$ cat src/hdl/efra_pkg.sv
`timescale 1ns / 1ps

package efra_pkg;

  localparam int unsigned ROOMS_DEF     = 16;
  localparam int unsigned TIME_BITS_DEF = 40;

  localparam int unsigned CFG_W      = 5;
  localparam int unsigned IN_TIME_W  = 32;
  localparam int unsigned ROOM_OUT_W = 4;
  localparam int unsigned COUNT_W    = 16;
  localparam int unsigned QDEPTH     = 2;

  localparam logic [CFG_W-1:0]   ROOMS_RESET = CFG_W'(16);
  localparam logic [COUNT_W-1:0] COUNT_MAX   = '1;

  typedef struct packed {
    logic [IN_TIME_W-1:0] start_time;
    logic [IN_TIME_W-1:0] end_time;
    logic [IN_TIME_W-1:0] duration;
    logic                 final_meeting;
    logic [CFG_W-1:0]     rooms;
  } job_t;

  typedef struct packed {
    logic valid;
    job_t job;
  } queue_out_t;

  typedef enum logic [1:0] {
    ST_IDLE,
    ST_SCAN,
    ST_UPDATE
  } state_e;

endpackage

$ cat src/hdl/efra_req_if.sv
`timescale 1ns / 1ps

interface efra_req_if;
  import efra_pkg::*;

  logic                 valid;
  logic                 ready;
  logic [IN_TIME_W-1:0] start_time;
  logic [IN_TIME_W-1:0] end_time;
  logic                 final_meeting;

  modport source (output valid, output start_time, output end_time, output final_meeting,
                  input ready);
  modport sink   (input valid, input start_time, input end_time, input final_meeting,
                  output ready);
endinterface

$ cat src/hdl/efra_rsp_if.sv
`timescale 1ns / 1ps

interface efra_rsp_if;
  import efra_pkg::*;

  logic                  valid;
  logic                  ready;
  logic [ROOM_OUT_W-1:0] assigned_room;
  logic                  was_delayed;
  logic [ROOM_OUT_W-1:0] most_booked_room;
  logic                  batch_done;

  modport source (output valid, output assigned_room, output was_delayed,
                  output most_booked_room, output batch_done, input ready);
  modport sink   (input valid, input assigned_room, input was_delayed,
                  input most_booked_room, input batch_done, output ready);
endinterface

$ cat src/hdl/efra_queue.sv
`timescale 1ns / 1ps

module efra_queue (
  input  logic              clk_i,
  input  logic              rst_ni,
  input  logic              push_i,
  input  efra_pkg::job_t    push_data_i,
  output logic              full_o,
  input  logic              pop_i,
  output efra_pkg::queue_out_t head_o
);
  import efra_pkg::*;

  localparam int unsigned PTR_W = (QDEPTH > 1) ? $clog2(QDEPTH) : 1;
  localparam int unsigned CNT_W = $clog2(QDEPTH + 1);

  job_t             slot_q [QDEPTH];
  logic [PTR_W-1:0] wr_ptr_q, wr_ptr_d;
  logic [PTR_W-1:0] rd_ptr_q, rd_ptr_d;
  logic [CNT_W-1:0] cnt_q, cnt_d;
  logic             do_push, do_pop;

  assign full_o       = (cnt_q == CNT_W'(QDEPTH));
  assign head_o.valid = (cnt_q != '0);
  assign head_o.job   = slot_q[rd_ptr_q];
  assign do_push      = push_i && !full_o;
  assign do_pop       = pop_i && head_o.valid;

  always_comb begin
    wr_ptr_d = wr_ptr_q;
    rd_ptr_d = rd_ptr_q;
    cnt_d    = cnt_q;
    if (do_push) begin
      wr_ptr_d = (wr_ptr_q == PTR_W'(QDEPTH - 1)) ? '0 : wr_ptr_q + PTR_W'(1);
    end
    if (do_pop) begin
      rd_ptr_d = (rd_ptr_q == PTR_W'(QDEPTH - 1)) ? '0 : rd_ptr_q + PTR_W'(1);
    end
    if (do_push && !do_pop) begin
      cnt_d = cnt_q + CNT_W'(1);
    end else if (do_pop && !do_push) begin
      cnt_d = cnt_q - CNT_W'(1);
    end
  end

  always_ff @(posedge clk_i or negedge rst_ni) begin
    if (!rst_ni) begin
      wr_ptr_q <= '0;
      rd_ptr_q <= '0;
      cnt_q    <= '0;
    end else begin
      wr_ptr_q <= wr_ptr_d;
      rd_ptr_q <= rd_ptr_d;
      cnt_q    <= cnt_d;
    end
  end

  always_ff @(posedge clk_i) begin
    if (do_push) begin
      slot_q[wr_ptr_q] <= push_data_i;
    end
  end

  a_cnt_bound: assert property (@(posedge clk_i) disable iff (!rst_ni)
    cnt_q <= CNT_W'(QDEPTH))
    else $error("queue count above depth");

endmodule

$ cat src/hdl/efra_front.sv
`timescale 1ns / 1ps

module efra_front #(
  parameter int unsigned ROOMS = efra_pkg::ROOMS_DEF
) (
  input  logic                        clk_i,
  input  logic                        rst_ni,
  input  logic [efra_pkg::CFG_W-1:0]  rooms_in_use_i,
  efra_req_if.sink                    req_i,
  input  logic                        pop_i,
  output efra_pkg::queue_out_t        head_o
);
  import efra_pkg::*;

  localparam logic [7:0] ROOMS_W8 = 8'(ROOMS);

  job_t job;
  logic full;

  // Classify: clamp room count, precompute delay duration.
  always_comb begin
    job.start_time    = req_i.start_time;
    job.end_time      = req_i.end_time;
    job.final_meeting = req_i.final_meeting;
    job.duration      = (req_i.end_time > req_i.start_time)
                        ? (req_i.end_time - req_i.start_time) : '0;
    if (rooms_in_use_i == '0) begin
      job.rooms = CFG_W'(1);
    end else if ({3'b000, rooms_in_use_i} > ROOMS_W8) begin
      job.rooms = CFG_W'(ROOMS);
    end else begin
      job.rooms = rooms_in_use_i;
    end
  end

  assign req_i.ready = !full;

  efra_queue u_queue (
    .clk_i       (clk_i),
    .rst_ni      (rst_ni),
    .push_i      (req_i.valid),
    .push_data_i (job),
    .full_o      (full),
    .pop_i       (pop_i),
    .head_o      (head_o)
  );

endmodule

$ cat src/hdl/efra_back.sv
`timescale 1ns / 1ps

module efra_back #(
  parameter int unsigned ROOMS     = efra_pkg::ROOMS_DEF,
  parameter int unsigned TIME_BITS = efra_pkg::TIME_BITS_DEF
) (
  input  logic                 clk_i,
  input  logic                 rst_ni,
  input  efra_pkg::queue_out_t head_i,
  output logic                 pop_o,
  efra_rsp_if.source           rsp_o
);
  import efra_pkg::*;

  localparam int unsigned RIDX_W = (ROOMS > 1) ? $clog2(ROOMS) : 1;
  localparam int unsigned CNT_W  = $clog2(ROOMS + 1);
  localparam int unsigned CMP_W  = (CNT_W > CFG_W) ? CNT_W : CFG_W;
  localparam int unsigned EXT_W  = (RIDX_W > ROOM_OUT_W) ? RIDX_W : ROOM_OUT_W;

  logic [TIME_BITS-1:0] time_mem [ROOMS];
  logic [COUNT_W-1:0]   book_mem [ROOMS];

  state_e               state_q, state_d;
  job_t                 job_q;
  logic [CNT_W-1:0]     issue_q;
  logic                 cmp_vld_q;
  logic [RIDX_W-1:0]    cmp_idx_q;
  logic [TIME_BITS-1:0] rd_time_q;
  logic [COUNT_W-1:0]   rd_book_q;
  logic [ROOMS-1:0]     vld_q;
  logic                 found_q;
  logic [RIDX_W-1:0]    min_room_q;
  logic [TIME_BITS-1:0] min_time_q;
  logic [COUNT_W-1:0]   min_book_q;
  logic [RIDX_W-1:0]    best_room_q;
  logic [COUNT_W-1:0]   best_cnt_q;
  logic                 out_vld_q;
  logic [ROOM_OUT_W-1:0] out_room_q, out_best_q;
  logic                 out_delayed_q, out_done_q;

  logic                 issue_lt_n, issue_en, scan_hit, scan_end, upd_go;
  logic [RIDX_W-1:0]    rd_addr;
  logic [TIME_BITS-1:0] eff_time;
  logic [COUNT_W-1:0]   eff_book;
  logic [TIME_BITS:0]   delay_sum;
  logic [TIME_BITS-1:0] new_time;
  logic [COUNT_W-1:0]   new_book;
  logic                 better;
  logic [RIDX_W-1:0]    best_room_nx;
  logic [EXT_W-1:0]     room_ext, best_ext;

  assign issue_lt_n = CMP_W'(issue_q) < CMP_W'(job_q.rooms);
  assign rd_addr    = issue_q[RIDX_W-1:0];
  assign eff_time   = vld_q[cmp_idx_q] ? rd_time_q : '0;
  assign eff_book   = vld_q[cmp_idx_q] ? rd_book_q : '0;
  assign scan_hit   = (state_q == ST_SCAN) && cmp_vld_q
                      && (eff_time <= TIME_BITS'(job_q.start_time));
  assign scan_end   = (state_q == ST_SCAN) && !issue_lt_n && !scan_hit;

  always_comb begin
    state_d = state_q;
    case (state_q)
      ST_IDLE: begin
        if (head_i.valid) state_d = ST_SCAN;
      end
      ST_SCAN: begin
        if (scan_hit || scan_end) state_d = ST_UPDATE;
      end
      ST_UPDATE: begin
        if (upd_go) state_d = ST_IDLE;
      end
      default: state_d = ST_IDLE;
    endcase
  end

  always_comb begin
    pop_o    = 1'b0;
    issue_en = 1'b0;
    upd_go   = 1'b0;
    case (state_q)
      ST_IDLE:   pop_o    = head_i.valid;
      ST_SCAN:   issue_en = issue_lt_n;
      ST_UPDATE: upd_go   = !out_vld_q || rsp_o.ready;
      default: begin
        pop_o = 1'b0;
      end
    endcase
  end

  // Update arithmetic
  assign delay_sum = {1'b0, min_time_q} + (TIME_BITS + 1)'(job_q.duration);
  assign new_time  = found_q ? TIME_BITS'(job_q.end_time)
                   : (delay_sum[TIME_BITS] ? '1 : delay_sum[TIME_BITS-1:0]);
  assign new_book  = (min_book_q == COUNT_MAX) ? min_book_q : min_book_q + COUNT_W'(1);
  assign better    = (new_book > best_cnt_q)
                     || ((new_book == best_cnt_q) && (min_room_q < best_room_q));
  assign best_room_nx = better ? min_room_q : best_room_q;
  assign room_ext  = EXT_W'(min_room_q);
  assign best_ext  = EXT_W'(best_room_nx);

  always_ff @(posedge clk_i or negedge rst_ni) begin
    if (!rst_ni) begin
      state_q     <= ST_IDLE;
      issue_q     <= '0;
      cmp_vld_q   <= 1'b0;
      vld_q       <= '0;
      found_q     <= 1'b0;
      best_room_q <= '0;
      best_cnt_q  <= '0;
      out_vld_q   <= 1'b0;
    end else begin
      state_q   <= state_d;
      cmp_vld_q <= issue_en && !scan_hit;
      if (pop_o) begin
        issue_q <= '0;
        found_q <= 1'b0;
      end else if (issue_en) begin
        issue_q <= issue_q + CNT_W'(1);
      end
      if (scan_hit) begin
        found_q <= 1'b1;
      end
      if (upd_go) begin
        out_vld_q <= 1'b1;
        if (job_q.final_meeting) begin
          vld_q       <= '0;
          best_room_q <= '0;
          best_cnt_q  <= '0;
        end else begin
          vld_q[min_room_q] <= 1'b1;
          if (better) begin
            best_room_q <= min_room_q;
            best_cnt_q  <= new_book;
          end
        end
      end else if (rsp_o.ready) begin
        out_vld_q <= 1'b0;
      end
    end
  end

  always_ff @(posedge clk_i) begin
    if (pop_o) begin
      job_q <= head_i.job;
    end
    cmp_idx_q <= rd_addr;
    rd_time_q <= time_mem[rd_addr];
    rd_book_q <= book_mem[rd_addr];
    if (scan_hit) begin
      min_room_q <= cmp_idx_q;
      min_book_q <= eff_book;
    end else if ((state_q == ST_SCAN) && cmp_vld_q
                 && ((cmp_idx_q == '0) || (eff_time < min_time_q))) begin
      min_room_q <= cmp_idx_q;
      min_time_q <= eff_time;
      min_book_q <= eff_book;
    end
    if (upd_go) begin
      time_mem[min_room_q] <= new_time;
      book_mem[min_room_q] <= new_book;
      out_room_q    <= room_ext[ROOM_OUT_W-1:0];
      out_best_q    <= best_ext[ROOM_OUT_W-1:0];
      out_delayed_q <= !found_q;
      out_done_q    <= job_q.final_meeting;
    end
  end

  assign rsp_o.valid            = out_vld_q;
  assign rsp_o.assigned_room    = out_room_q;
  assign rsp_o.was_delayed      = out_delayed_q;
  assign rsp_o.most_booked_room = out_best_q;
  assign rsp_o.batch_done       = out_done_q;

  a_cmp_in_range: assert property (@(posedge clk_i) disable iff (!rst_ni)
    cmp_vld_q |-> (CMP_W'(cmp_idx_q) < CMP_W'(job_q.rooms)))
    else $error("compared room outside rooms in use");

  a_final_clears: assert property (@(posedge clk_i) disable iff (!rst_ni)
    (upd_go && job_q.final_meeting) |=> ((vld_q == '0) && (best_cnt_q == '0)))
    else $error("state not cleared after final request");

  a_update_emits: assert property (@(posedge clk_i) disable iff (!rst_ni)
    upd_go |=> (out_vld_q && (state_q == ST_IDLE)))
    else $error("update did not produce a result");

endmodule

$ cat src/hdl/earliest_free_room_allocator_unit.sv
`timescale 1ns / 1ps
// A request waits in the front queue, is popped in IDLE, then the back end scans
// rooms 0..n-1 (n = rooms in use, clamped to 1..ROOMS) up to the first free room.
// The scan reads one room per cycle over the free-time memory read port, and
// the back end takes one request at a time. Up to 2 requests queue in front.
// Reset: asynchronous, active low; all rooms free, counts zero, rooms_in_use 16.
module earliest_free_room_allocator_unit #(
  parameter int unsigned ROOMS     = efra_pkg::ROOMS_DEF,
  parameter int unsigned TIME_BITS = efra_pkg::TIME_BITS_DEF
) (
  input  logic                       clk_i,
  input  logic                       rst_ni,
  input  logic                       cfg_we_i,
  input  logic [efra_pkg::CFG_W-1:0] cfg_wdata_i,
  efra_req_if.sink                   req_i,
  efra_rsp_if.source                 rsp_o
);
  import efra_pkg::*;

  logic [CFG_W-1:0] rooms_q;
  queue_out_t       head;
  logic             pop;

  always_ff @(posedge clk_i or negedge rst_ni) begin
    if (!rst_ni) begin
      rooms_q <= ROOMS_RESET;
    end else if (cfg_we_i) begin
      rooms_q <= cfg_wdata_i;
    end
  end

  efra_front #(
    .ROOMS (ROOMS)
  ) u_front (
    .clk_i          (clk_i),
    .rst_ni         (rst_ni),
    .rooms_in_use_i (rooms_q),
    .req_i          (req_i),
    .pop_i          (pop),
    .head_o         (head)
  );

  efra_back #(
    .ROOMS     (ROOMS),
    .TIME_BITS (TIME_BITS)
  ) u_back (
    .clk_i  (clk_i),
    .rst_ni (rst_ni),
    .head_i (head),
    .pop_o  (pop),
    .rsp_o  (rsp_o)
  );

endmodule
$ cat src/flat_wrapper.sv
// flat-port wrapper written by rule: the top's interface ports become plain ports
module earliest_free_room_allocator_unit_flat import efra_pkg::*;
#(
  parameter int unsigned ROOMS     = efra_pkg::ROOMS_DEF,
  parameter int unsigned TIME_BITS = efra_pkg::TIME_BITS_DEF
)
  (clk_i, rst_ni, cfg_we_i, cfg_wdata_i, req_i_valid, req_i_start_time, req_i_end_time, req_i_final_meeting, req_i_ready, rsp_o_valid, rsp_o_assigned_room, rsp_o_was_delayed, rsp_o_most_booked_room, rsp_o_batch_done, rsp_o_ready);
  efra_req_if req_i_i ();
  efra_rsp_if rsp_o_i ();
  input  logic clk_i;
  input  logic rst_ni;
  input  logic cfg_we_i;
  input  logic [efra_pkg::CFG_W-1:0] cfg_wdata_i;
  input wire logic [$bits(req_i_i.valid)-1:0] req_i_valid;
  input wire logic [$bits(req_i_i.start_time)-1:0] req_i_start_time;
  input wire logic [$bits(req_i_i.end_time)-1:0] req_i_end_time;
  input wire logic [$bits(req_i_i.final_meeting)-1:0] req_i_final_meeting;
  output wire logic [$bits(req_i_i.ready)-1:0] req_i_ready;
  output wire logic [$bits(rsp_o_i.valid)-1:0] rsp_o_valid;
  output wire logic [$bits(rsp_o_i.assigned_room)-1:0] rsp_o_assigned_room;
  output wire logic [$bits(rsp_o_i.was_delayed)-1:0] rsp_o_was_delayed;
  output wire logic [$bits(rsp_o_i.most_booked_room)-1:0] rsp_o_most_booked_room;
  output wire logic [$bits(rsp_o_i.batch_done)-1:0] rsp_o_batch_done;
  input wire logic [$bits(rsp_o_i.ready)-1:0] rsp_o_ready;
  assign req_i_i.valid = req_i_valid;
  assign req_i_i.start_time = req_i_start_time;
  assign req_i_i.end_time = req_i_end_time;
  assign req_i_i.final_meeting = req_i_final_meeting;
  assign req_i_ready = req_i_i.ready;
  assign rsp_o_valid = rsp_o_i.valid;
  assign rsp_o_assigned_room = rsp_o_i.assigned_room;
  assign rsp_o_was_delayed = rsp_o_i.was_delayed;
  assign rsp_o_most_booked_room = rsp_o_i.most_booked_room;
  assign rsp_o_batch_done = rsp_o_i.batch_done;
  assign rsp_o_i.ready = rsp_o_ready;
  earliest_free_room_allocator_unit #(.ROOMS(ROOMS), .TIME_BITS(TIME_BITS)) u_core (.clk_i(clk_i), .rst_ni(rst_ni), .cfg_we_i(cfg_we_i), .cfg_wdata_i(cfg_wdata_i), .req_i(req_i_i), .rsp_o(rsp_o_i));
endmodule
$ cat config.mk
export PLATFORM = sky130hd
export DESIGN_NAME = earliest_free_room_allocator_unit_flat
export DESIGN_NICKNAME = d
export VERILOG_FILES = /design/src/hdl/efra_pkg.sv /design/src/hdl/efra_req_if.sv /design/src/hdl/efra_rsp_if.sv /design/src/hdl/efra_queue.sv /design/src/hdl/efra_front.sv /design/src/hdl/efra_back.sv /design/src/hdl/earliest_free_room_allocator_unit.sv /design/src/flat_wrapper.sv
export SDC_FILE = /design/constraint.sdc
export NUM_CORES = 2
export LEC_CHECK = 0
export BUFFER_PORTS_ARGS = -buffer_cell sky130_fd_sc_hd__buf_4
export CAP_MARGIN = 20
export CORE_UTILIZATION = 65
export CTS_BUF_LIST = sky130_fd_sc_hd__clkbuf_8
export DETAILED_ROUTE_END_ITERATION = 12
export GPL_ROUTABILITY_DRIVEN = 0
export PLACE_DENSITY = 0.82
export REMOVE_ABC_BUFFERS = 1
export SLEW_MARGIN = 20
export SYNTH_ARGS = -nofsm -noshare
export SYNTH_HDL_FRONTEND = slang
export SYNTH_SLANG_ARGS = --single-unit
$ cat constraint.sdc
create_clock -name clk_i -period 10.4 [get_ports clk_i]
set_input_delay 2.08 -clock clk_i [delete_from_list [all_inputs] [get_ports clk_i]]
set_output_delay 2.08 -clock clk_i [all_outputs]
set_load 0.02 [all_outputs]
* Word-level counts from Yosys, hierarchy flattened
Memories as Yosys holds them, arrays and structs flattened. A register that Yosys moved wholly into a read port is not among the register bits.
Cells that the tools add are included.
** Word-level totals
- Flip-flop bits (word level) :: 129
- Latch bits :: 0
- Bits in writable memories :: 1100
- ROM bits :: 0
- Input port bits :: 75
- Output and inout port bits :: 12
- Logic and storage cells :: 129
- Memories :: 3
** Cells by class
- $add $sub $neg :: 8
- Multipliers :: 0
- Div/mod/pow operators :: 0
- Magnitude comparators :: 10
- Equal/unequal tests :: 8
- Shift operators :: 0
- Muxes and demuxes :: 42
- Bitwise operators :: 2
- Reductions and logical operators :: 36
** Memories
- u_core.u_back.time_mem :: depth 16, bits a word 40, read ports 1, clocked after Yosys merged registers in 1, wr ports 1, line efra_back.sv:20 : logic [TIME_BITS-1:0] time_mem [ROOMS];
- u_core.u_back.book_mem :: depth 16, bits a word 16, read ports 1, clocked after Yosys merged registers in 1, wr ports 1, line efra_back.sv:21 : logic [COUNT_W-1:0] book_mem [ROOMS];
- u_core.u_front.u_queue.slot_q :: depth 2, bits a word 102, read ports 1, clocked after Yosys merged registers in 1, wr ports 1, line efra_queue.sv:17 : job_t slot_q [QDEPTH];
** Operators with widths (number)
- $mux 40 :: 3
- $mux 16 :: 7
- $add 40x32->41 :: 1
- $le 40x32->1 :: 1
- $lt 40x40->1 :: 1
- $gt 32x32->1 :: 1
- $mux 32 :: 1
- $sub 32x32->32 :: 1
- $mux 5 :: 4
- $add 16x1->16 const B :: 1
- $eq 16x16->1 :: 1
- $eq 16x16->1 const B :: 1
- $gt 16x16->1 :: 1
- $mux 4 :: 4
- $or 16x16->16 :: 1
- $mux 1 :: 15
- $reduce_bool 2->1 :: 7
- $logic_and 1x1->1 :: 12
- $lt 4x5->1 const B :: 2
- $mux 2 :: 5
- $logic_not 1->1 :: 7
- $pmux 2 s3 :: 1
- $add 5x1->5 const B :: 1
- $gt 5x5->1 const B :: 1
- other kinds (19) :: 26

* Depth between registers and ports, before layout
- Depth after elaboration :: 10
- Mapped depth :: 19
- Mapped depth without buffers :: 18

* By module
Synthesis repeated with hierarchy kept, for this count alone.
** Second synthesis, totals
- Cells, all modules :: 3152
- Area total of the unflattened synthesis :: 57475.1 um^2
** Modules (own cells, without submodules)
- efra_back :: times used 1, cells an instance 2482, area each 47575.6 um^2
- efra_queue :: times used 1, cells an instance 336, area each 7573.5 um^2
- efra_front :: times used 1, cells an instance 324, area each 2143.3 um^2
- earliest_free_room_allocator_unit :: times used 1, cells an instance 10, area each 182.7 um^2

* Least setup slack after synthesis
OpenSTA, ideal clock, no wires.
- Path kind :: input -> register
- Start :: input rsp_o_ready
- End :: memory u_core.u_back.book_mem[8][0] (enable)
- Data arrival time :: 6.738 ns
- Data required time :: 9.858 ns
- Setup slack :: 3.121 ns
- Stages :: 5
- Path buffers :: 0
- Cell sequence :: nand2b_1 nand2b_1 inv_1 nand3b_1 nor3_1
** On the way
- Word-level cells in the longest chain between the ends :: 4
** Ends and longest elaborated chain
- from (decl) :: line flat_wrapper.sv:24 : input wire logic [$bits(rsp_o_i.ready)-1:0] rsp_o_ready;
- $logic_or 1x1->1 :: line efra_back.sv:83 : ST_UPDATE: upd_go = !out_vld_q || rsp_o.ready;
- $mux 1 :: line efra_back.sv:80 : case (state_q)
- named net u_core.u_back.upd_go :: line efra_back.sv:41 : logic issue_lt_n, issue_en, scan_hit, scan_end, upd_go;
- $mux 1 :: line efra_back.sv:158 : if (upd_go) begin
- $mux 1 (not written as such) :: line efra_back.sv:160 : book_mem[min_room_q] <= new_book;
- to (decl) :: line efra_back.sv:21
The timed path passes the listed nets, and every way through them passes these cells.

* Worst setup path in the final report
- Start :: register u_core.u_back.cmp_idx_q[3]
- End :: register u_core.u_back.min_room_q[2] (enable)
** On the way
- Word-level cells in the longest chain between the ends :: 7
- Elaborated cells between the ends (all ways) :: 10
- Those cells by class :: order compare: 2; mux: 3; reduce/logical: 5
** Ends and longest elaborated chain
- from (decl) :: line efra_back.sv:27 : logic [RIDX_W-1:0] cmp_idx_q;
- from (signal assigned) :: line efra_back.sv:146 : cmp_idx_q <= rd_addr;
- $bmux 1 s4 (*) :: line efra_back.sv:54 : assign eff_time = vld_q[cmp_idx_q] ? rd_time_q : '0;
- $mux 1 (not written as such) (*) :: line efra_back.sv:54
- $mux 40 (*) :: line efra_back.sv:54
- named net u_core.u_back.eff_time[7] :: line efra_back.sv:43 : logic [TIME_BITS-1:0] eff_time;
- $lt 40x40->1 :: line efra_back.sv:153 : && ((cmp_idx_q == '0) || (eff_time < min_time_q))) begin
- $logic_or 1x1->1 :: line efra_back.sv:153
- $logic_and 1x1->1 :: line efra_back.sv:153
- $reduce_bool 2->1 (no line) (*)
- to (signal assigned) :: line efra_back.sv:150 : min_room_q <= cmp_idx_q;
- to (signal assigned) :: line efra_back.sv:154 : min_room_q <= cmp_idx_q;
- to (decl) :: line efra_back.sv:32 : logic [RIDX_W-1:0] min_room_q;
Mark *: on every way through the listed nets, which the timed path passes. The rest lies on a longest branch. The select of a mux whose other input is x is not followed.
A chain may end at the register's enable or synchronous reset.

==> flow_summary.html <==
<table>
<tr><th>Metric</th><th>Value</th></tr>
<tr><th colspan="2">Status</th></tr>
<tr><td>Status</td><td>finished, final reports clean</td></tr>
<tr><th colspan="2">Floorplan</th></tr>
<tr><td>Chip height</td><td>297 um</td></tr>
<tr><td>Effective utilization at floorplan</td><td>66.1%</td></tr>
<tr><td>Horizontal extent of the die</td><td>297 um</td></tr>
<tr><td>Std cell rows</td><td>107</td></tr>
<tr><td>Core area</td><td>0.0858 mm^2</td></tr>
<tr><td>I/O pin count</td><td>87</td></tr>
<tr><td>Total Die Area</td><td>0.0884 mm^2</td></tr>
<tr><th colspan="2">Yosys</th></tr>
<tr><td>Cell area after synthesis</td><td>0.0567 mm^2</td></tr>
<tr><td>Complex-gate fraction of the synthesized area</td><td>4.36%</td></tr>
<tr><td>Synthesized area per cell</td><td>18.5 um^2</td></tr>
<tr><td>Fraction of synthesized cell area in xor and xnor cells</td><td>1.10%</td></tr>
<tr><td>Multiplexer share of the synthesized area</td><td>13.6%</td></tr>
<tr><td>Synth Register Bits</td><td>1387</td></tr>
<tr><td>Number of cells produced by synthesis</td><td>3061</td></tr>
<tr><td>Adder-cell share of the synthesized area</td><td>3.62%</td></tr>
<tr><td>Simple-gate portion of the synthesized area</td><td>3.66%</td></tr>
<tr><td>Share of the yosys chip area belonging to registers</td><td>71.9%</td></tr>
<tr><td>Ys async rst share</td><td>3.97%</td></tr>
<tr><td>Most frequently used flop master after synthesis</td><td>edfxtp_1</td></tr>
<tr><td>Count of cell types in the netlist</td><td>78</td></tr>
<tr><td>Count of yosys warnings during synthesis</td><td>0</td></tr>
<tr><td>Count of flip-flops with a built-in enable after synthesis</td><td>1272</td></tr>
<tr><td>Main combinational cell family by area after synthesis</td><td>multiplexers</td></tr>
<tr><th colspan="2">Setup path</th></tr>
<tr><td>Worst setup path class</td><td>reg2reg</td></tr>
<tr><td>Worst Setup SP</td><td>u_core.u_back.cmp_idx_q[3]</td></tr>
<tr><td>Reg-to-reg slack, setup</td><td>4360 ps</td></tr>
<tr><td>Required time of the critical path</td><td>10870 ps</td></tr>
<tr><td>Slowest Stage Delay on Critical Path</td><td>840 ps</td></tr>
<tr><td>Launch instance of the worst register-to-register path</td><td>u_core.u_back.cmp_idx_q[3]</td></tr>
<tr><td>Type of origin of the critical path</td><td>register</td></tr>
<tr><td>Crit path max-delay cell type</td><td>a2111oi_0</td></tr>
<tr><td>Worst path bufs/invs</td><td>1</td></tr>
<tr><td>Logic depth of the worst register-to-register path</td><td>13</td></tr>
<tr><td>Crit-path cells</td><td>mux4_1, mux2i_1, mux2i_4, buf_4, and2_1, ha_1, a21oi_1, o21ai_0, a2111oi_0, a2111oi_1, nor4_1, o31ai_2, nand2b_1</td></tr>
<tr><td>Count of cell instances traversed by the critical path</td><td>13</td></tr>
<tr><td>End point of the critical path</td><td>u_core.u_back.min_room_q[2]</td></tr>
<tr><td>Data arrival time of the critical path</td><td>6510 ps</td></tr>
<tr><td>Kind of cell with the highest combined delay on the critical path</td><td>simple AND/OR/NAND/NOR gates</td></tr>
<tr><td>FF-to-FF End</td><td>u_core.u_back.min_room_q[2]</td></tr>
<tr><td>Sort of element at the end of the critical path</td><td>register</td></tr>
<tr><td>Maximum net fanout on the critical path</td><td>57</td></tr>
<tr><th colspan="2">Clock network</th></tr>
<tr><td>Clk_lat worst skew</td><td>890 ps</td></tr>
<tr><td>Clock tree from TritonCTS</td><td>built</td></tr>
<tr><td>CTS buffer count</td><td>202</td></tr>
<tr><td>Quantity of gates resized following cts</td><td>0</td></tr>
<tr><td>Post-CTS Hold Fix Bufs</td><td>0</td></tr>
<tr><td>Post-CTS clock slew at the launch and capture registers of the worst setup and hold paths</td><td>60 ps</td></tr>
<tr><td>Clock H-tree levels</td><td>4</td></tr>
<tr><td>Clock tree root buffer cell</td><td>clkbuf_8</td></tr>
<tr><td>Post-CTS setup repair buffer count</td><td>0</td></tr>
<tr><td>Sink Count</td><td>1387</td></tr>
<tr><td>Buffers from clock root to sink, at most</td><td>3</td></tr>
<tr><th colspan="2">Routing</th></tr>
<tr><td>Via count of the routed design</td><td>30200</td></tr>
<tr><td>Detailed-router iteration count before antenna repair</td><td>6</td></tr>
<tr><td>Initial DRC Count</td><td>3635</td></tr>
<tr><td>Number of remaining DRC errors</td><td>0</td></tr>
<tr><td>Antenna violation net count after detailed routing</td><td>0</td></tr>
<tr><td>Drt via density</td><td>6.52</td></tr>
<tr><td>Total wire length</td><td>127000 um</td></tr>
<tr><td>Average routed wire per standard cell</td><td>27.4 um</td></tr>
<tr><th colspan="2">Timing</th></tr>
<tr><td>Final Slew Violations</td><td>0</td></tr>
<tr><td>Hold violation count in the final report</td><td>0</td></tr>
<tr><td>Post-Route Setup TNS</td><td>0 ps</td></tr>
<tr><td>Peak Freq</td><td>0.166 GHz</td></tr>
<tr><td>Relative slew slack</td><td>23.4%</td></tr>
<tr><td>Total setup violations reported at the end of the flow</td><td>0</td></tr>
<tr><td>Hold Worst Slack</td><td>484 ps</td></tr>
<tr><td>Unrepaired setup endpoints after global routing</td><td>no</td></tr>
<tr><td>Maximum clock skew at final layout</td><td>52.7 ps</td></tr>
<tr><td>Worst Max-Slew Pin Slew</td><td>1140 ps</td></tr>
<tr><td>Final period util</td><td>58.1%</td></tr>
<tr><td>Final Critical Period</td><td>6040 ps</td></tr>
<tr><th colspan="2">Global route</th></tr>
<tr><td>Global Route Usage Sum</td><td>29.0%</td></tr>
<tr><td>Largest net degree at the start of global routing</td><td>71</td></tr>
<tr><td>Initial antenna violation count</td><td>1</td></tr>
<tr><td>GRT overflow</td><td>0</td></tr>
<tr><td>Vias in the first global route</td><td>31200</td></tr>
<tr><td>Global-route wire length before repair</td><td>189000 um</td></tr>
<tr><th colspan="2">Finish</th></tr>
<tr><td>Net count, final</td><td>3543</td></tr>
<tr><td>Share of cells above drive strength 1</td><td>25.3%</td></tr>
<tr><td>Post-layout instance area</td><td>0.0632 mm^2</td></tr>
<tr><td>Relative area change from synthesis to final layout</td><td>11.5%</td></tr>
<tr><th colspan="2">Placement</th></tr>
<tr><td>Estimated wirelength of the detail-placed design</td><td>73400 um</td></tr>
<tr><td>Post-placement cell area</td><td>0.0590 mm^2</td></tr>
<tr><td>IO Port Bufs</td><td>86</td></tr>
<tr><th colspan="2">Min path</th></tr>
<tr><td>Cell count of the worst hold path</td><td>1</td></tr>
<tr><td>Type of the worst min-delay path</td><td>reg2reg</td></tr>
<tr><th colspan="2">Run</th></tr>
<tr><td>Maximum Capacitance Violations</td><td>0</td></tr>
<tr><th colspan="2">Pwr</th></tr>
<tr><td>Peak ir drop on the vdd network</td><td>0.242 mV</td></tr>
<tr><td>Overall Power</td><td>19.1 mW</td></tr>
<tr><td>Leakage power of the design</td><td>22.0 nW</td></tr>
<tr><td>P per Cell Area</td><td>302 mW/mm^2</td></tr>
</table>
## how the worst min path moves through the flow
stage               slack, ps               startpoint                 endpoint
finish                    480  u_core.u_back.vld_q[10]  u_core.u_back.vld_q[10]
global route              500   u_core.u_back.vld_q[3]   u_core.u_back.vld_q[3]
CTS                       490  u_core.u_back.vld_q[10]  u_core.u_back.vld_q[10]
detailed placement        470  u_core.u_back.vld_q[10]  u_core.u_back.vld_q[10]
global placement          470  u_core.u_back.vld_q[15]  u_core.u_back.vld_q[15]
floorplan                 460  u_core.u_back.vld_q[11]  u_core.u_back.vld_q[11]
## cells by family after synthesis
logic type | after synthesis
AOI/OAI and AO/OA | 369
muxes | 402
xor gates and xnor gates | 71
adders and majority gates | 163
and+or+nand+nor | 415
buffers and inverters | 254
DFF | 1387
## state kept, by name, summed over array words and instances, names as in the netlist, 5 cells and up
register / count
u_core.u_back.rd_time_q: 40
u_core.u_back.min_book_q: 16
u_core.u_back.best_cnt_q: 16
u_core.u_back.time_mem: 640
u_core.u_back.issue_q: 5
u_core.u_back.job_q: 102
u_core.u_back.min_time_q: 40
u_core.u_front.u_queue.slot_q: 204
u_core.u_back.vld_q: 16
u_core.rooms_q: 5
u_core.u_back.book_mem: 256
u_core.u_back.rd_book_q: 16
## power breakdown
group	switching (mW)	internal, mW	leakage, nW	total (mW)
logic	3.68	2.25	6.82	5.94
registers	0.559	8.31	12.8	8.87
clock network	2.09	2.18	2.36	4.27
## synth_stat cells (all sizes together), types with 3 or more instances
master   number  area [um^2]
nand4        33          206
and3         12         75.1
xnor2        39          342
mux2i         6         63.8
clkbuf       73          274
a31oi        19          125
nor4         11         68.8
o22ai         3         18.8
buf          31          130
a21boi        4         30.0
o21a         34          255
nor2        136          515
nand2b       20          125
edfxtp     1272        38200
nand3        22          110
a2111oi       5         46.3
o2111ai       3         32.5
o31ai         5         42.5
o211ai       10         75.1
a2bb2oi      19          166
and2         58          363
dfxtp        60         1200
inv         150          563
o21bai       11         82.6
o21ai        73          365
a22o         19          166
mux2        112         1260
dfrtp        54         1350
xor2         32          280
a21o         43          323
or3           5         31.3
or2           3         18.8
mux4        284         6410
ha          159         1990
a21oi        85          425
a211oi       15          113
nor2b        24          150
nor3         21          110
nand2        62          238
## worst reg2reg max path, cell delays in order (launching register included)
cell and delay [ps]:
dfxtp_1 460, mux4_1 580, mux2i_1 260, mux2i_4 100, buf_4 320, and2_1 390, ha_1 320, a21oi_1 170
o21ai_0 130, a2111oi_0 840, a2111oi_1 240, nor4_1 790, o31ai_2 240, nand2b_1 800
## stage by stage
| stage | std cells | util, % | setup slack (ps) |
|---|---|---|---|
| 2_1_floorplan | 2957 | - | 564 |
| 6_report | 4626 | 73.7 | 4360 |
| 5_1_grt | 4626 | 73.7 | 4200 |
| 3_5_place_dp | 4247 | 68.8 | 4490 |
| 4_1_cts | 4625 | 73.5 | 4400 |
| 3_3_place_gp | 4246 | 68.7 | 4510 |
## per-layer routing
metal	part of all wire, %	up-vias	track usage, %
li1	-	12800	-
met1	38	15400	39.0
met2	50	1667	48.1
met3	8.6	310	5.02
met4	3.3	0	10.8
met5	0	-	0
## cell type report
type / instances / area, um^2
clock inverters: 145 / 847
multi-input cells: 1420 / 15300
flip-flops and latches: 1387 / 40800
diodes: 1 / 2.50
fillers: 4645 / 22600
clock buffers: 233 / 3210
repair buffers: 146 / 1100
well taps: 1144 / 1430
inverters: 150 / 566
## layout by cell type (no fill, tap or decap), types with 69 or more instances in the layout
| cell type | instances |
|---|---|
| o21ai_0 | 69 |
| buf_4 | 145 |
| ha_1 | 159 |
| nor2_1 | 120 |
| clkbuf_8 | 233 |
| mux2_2 | 112 |
| mux4_2 | 280 |
| a21oi_1 | 85 |
| inv_1 | 223 |
| edfxtp_1 | 1272 |
Note: power is estimated with default switching activity, not from simulation.
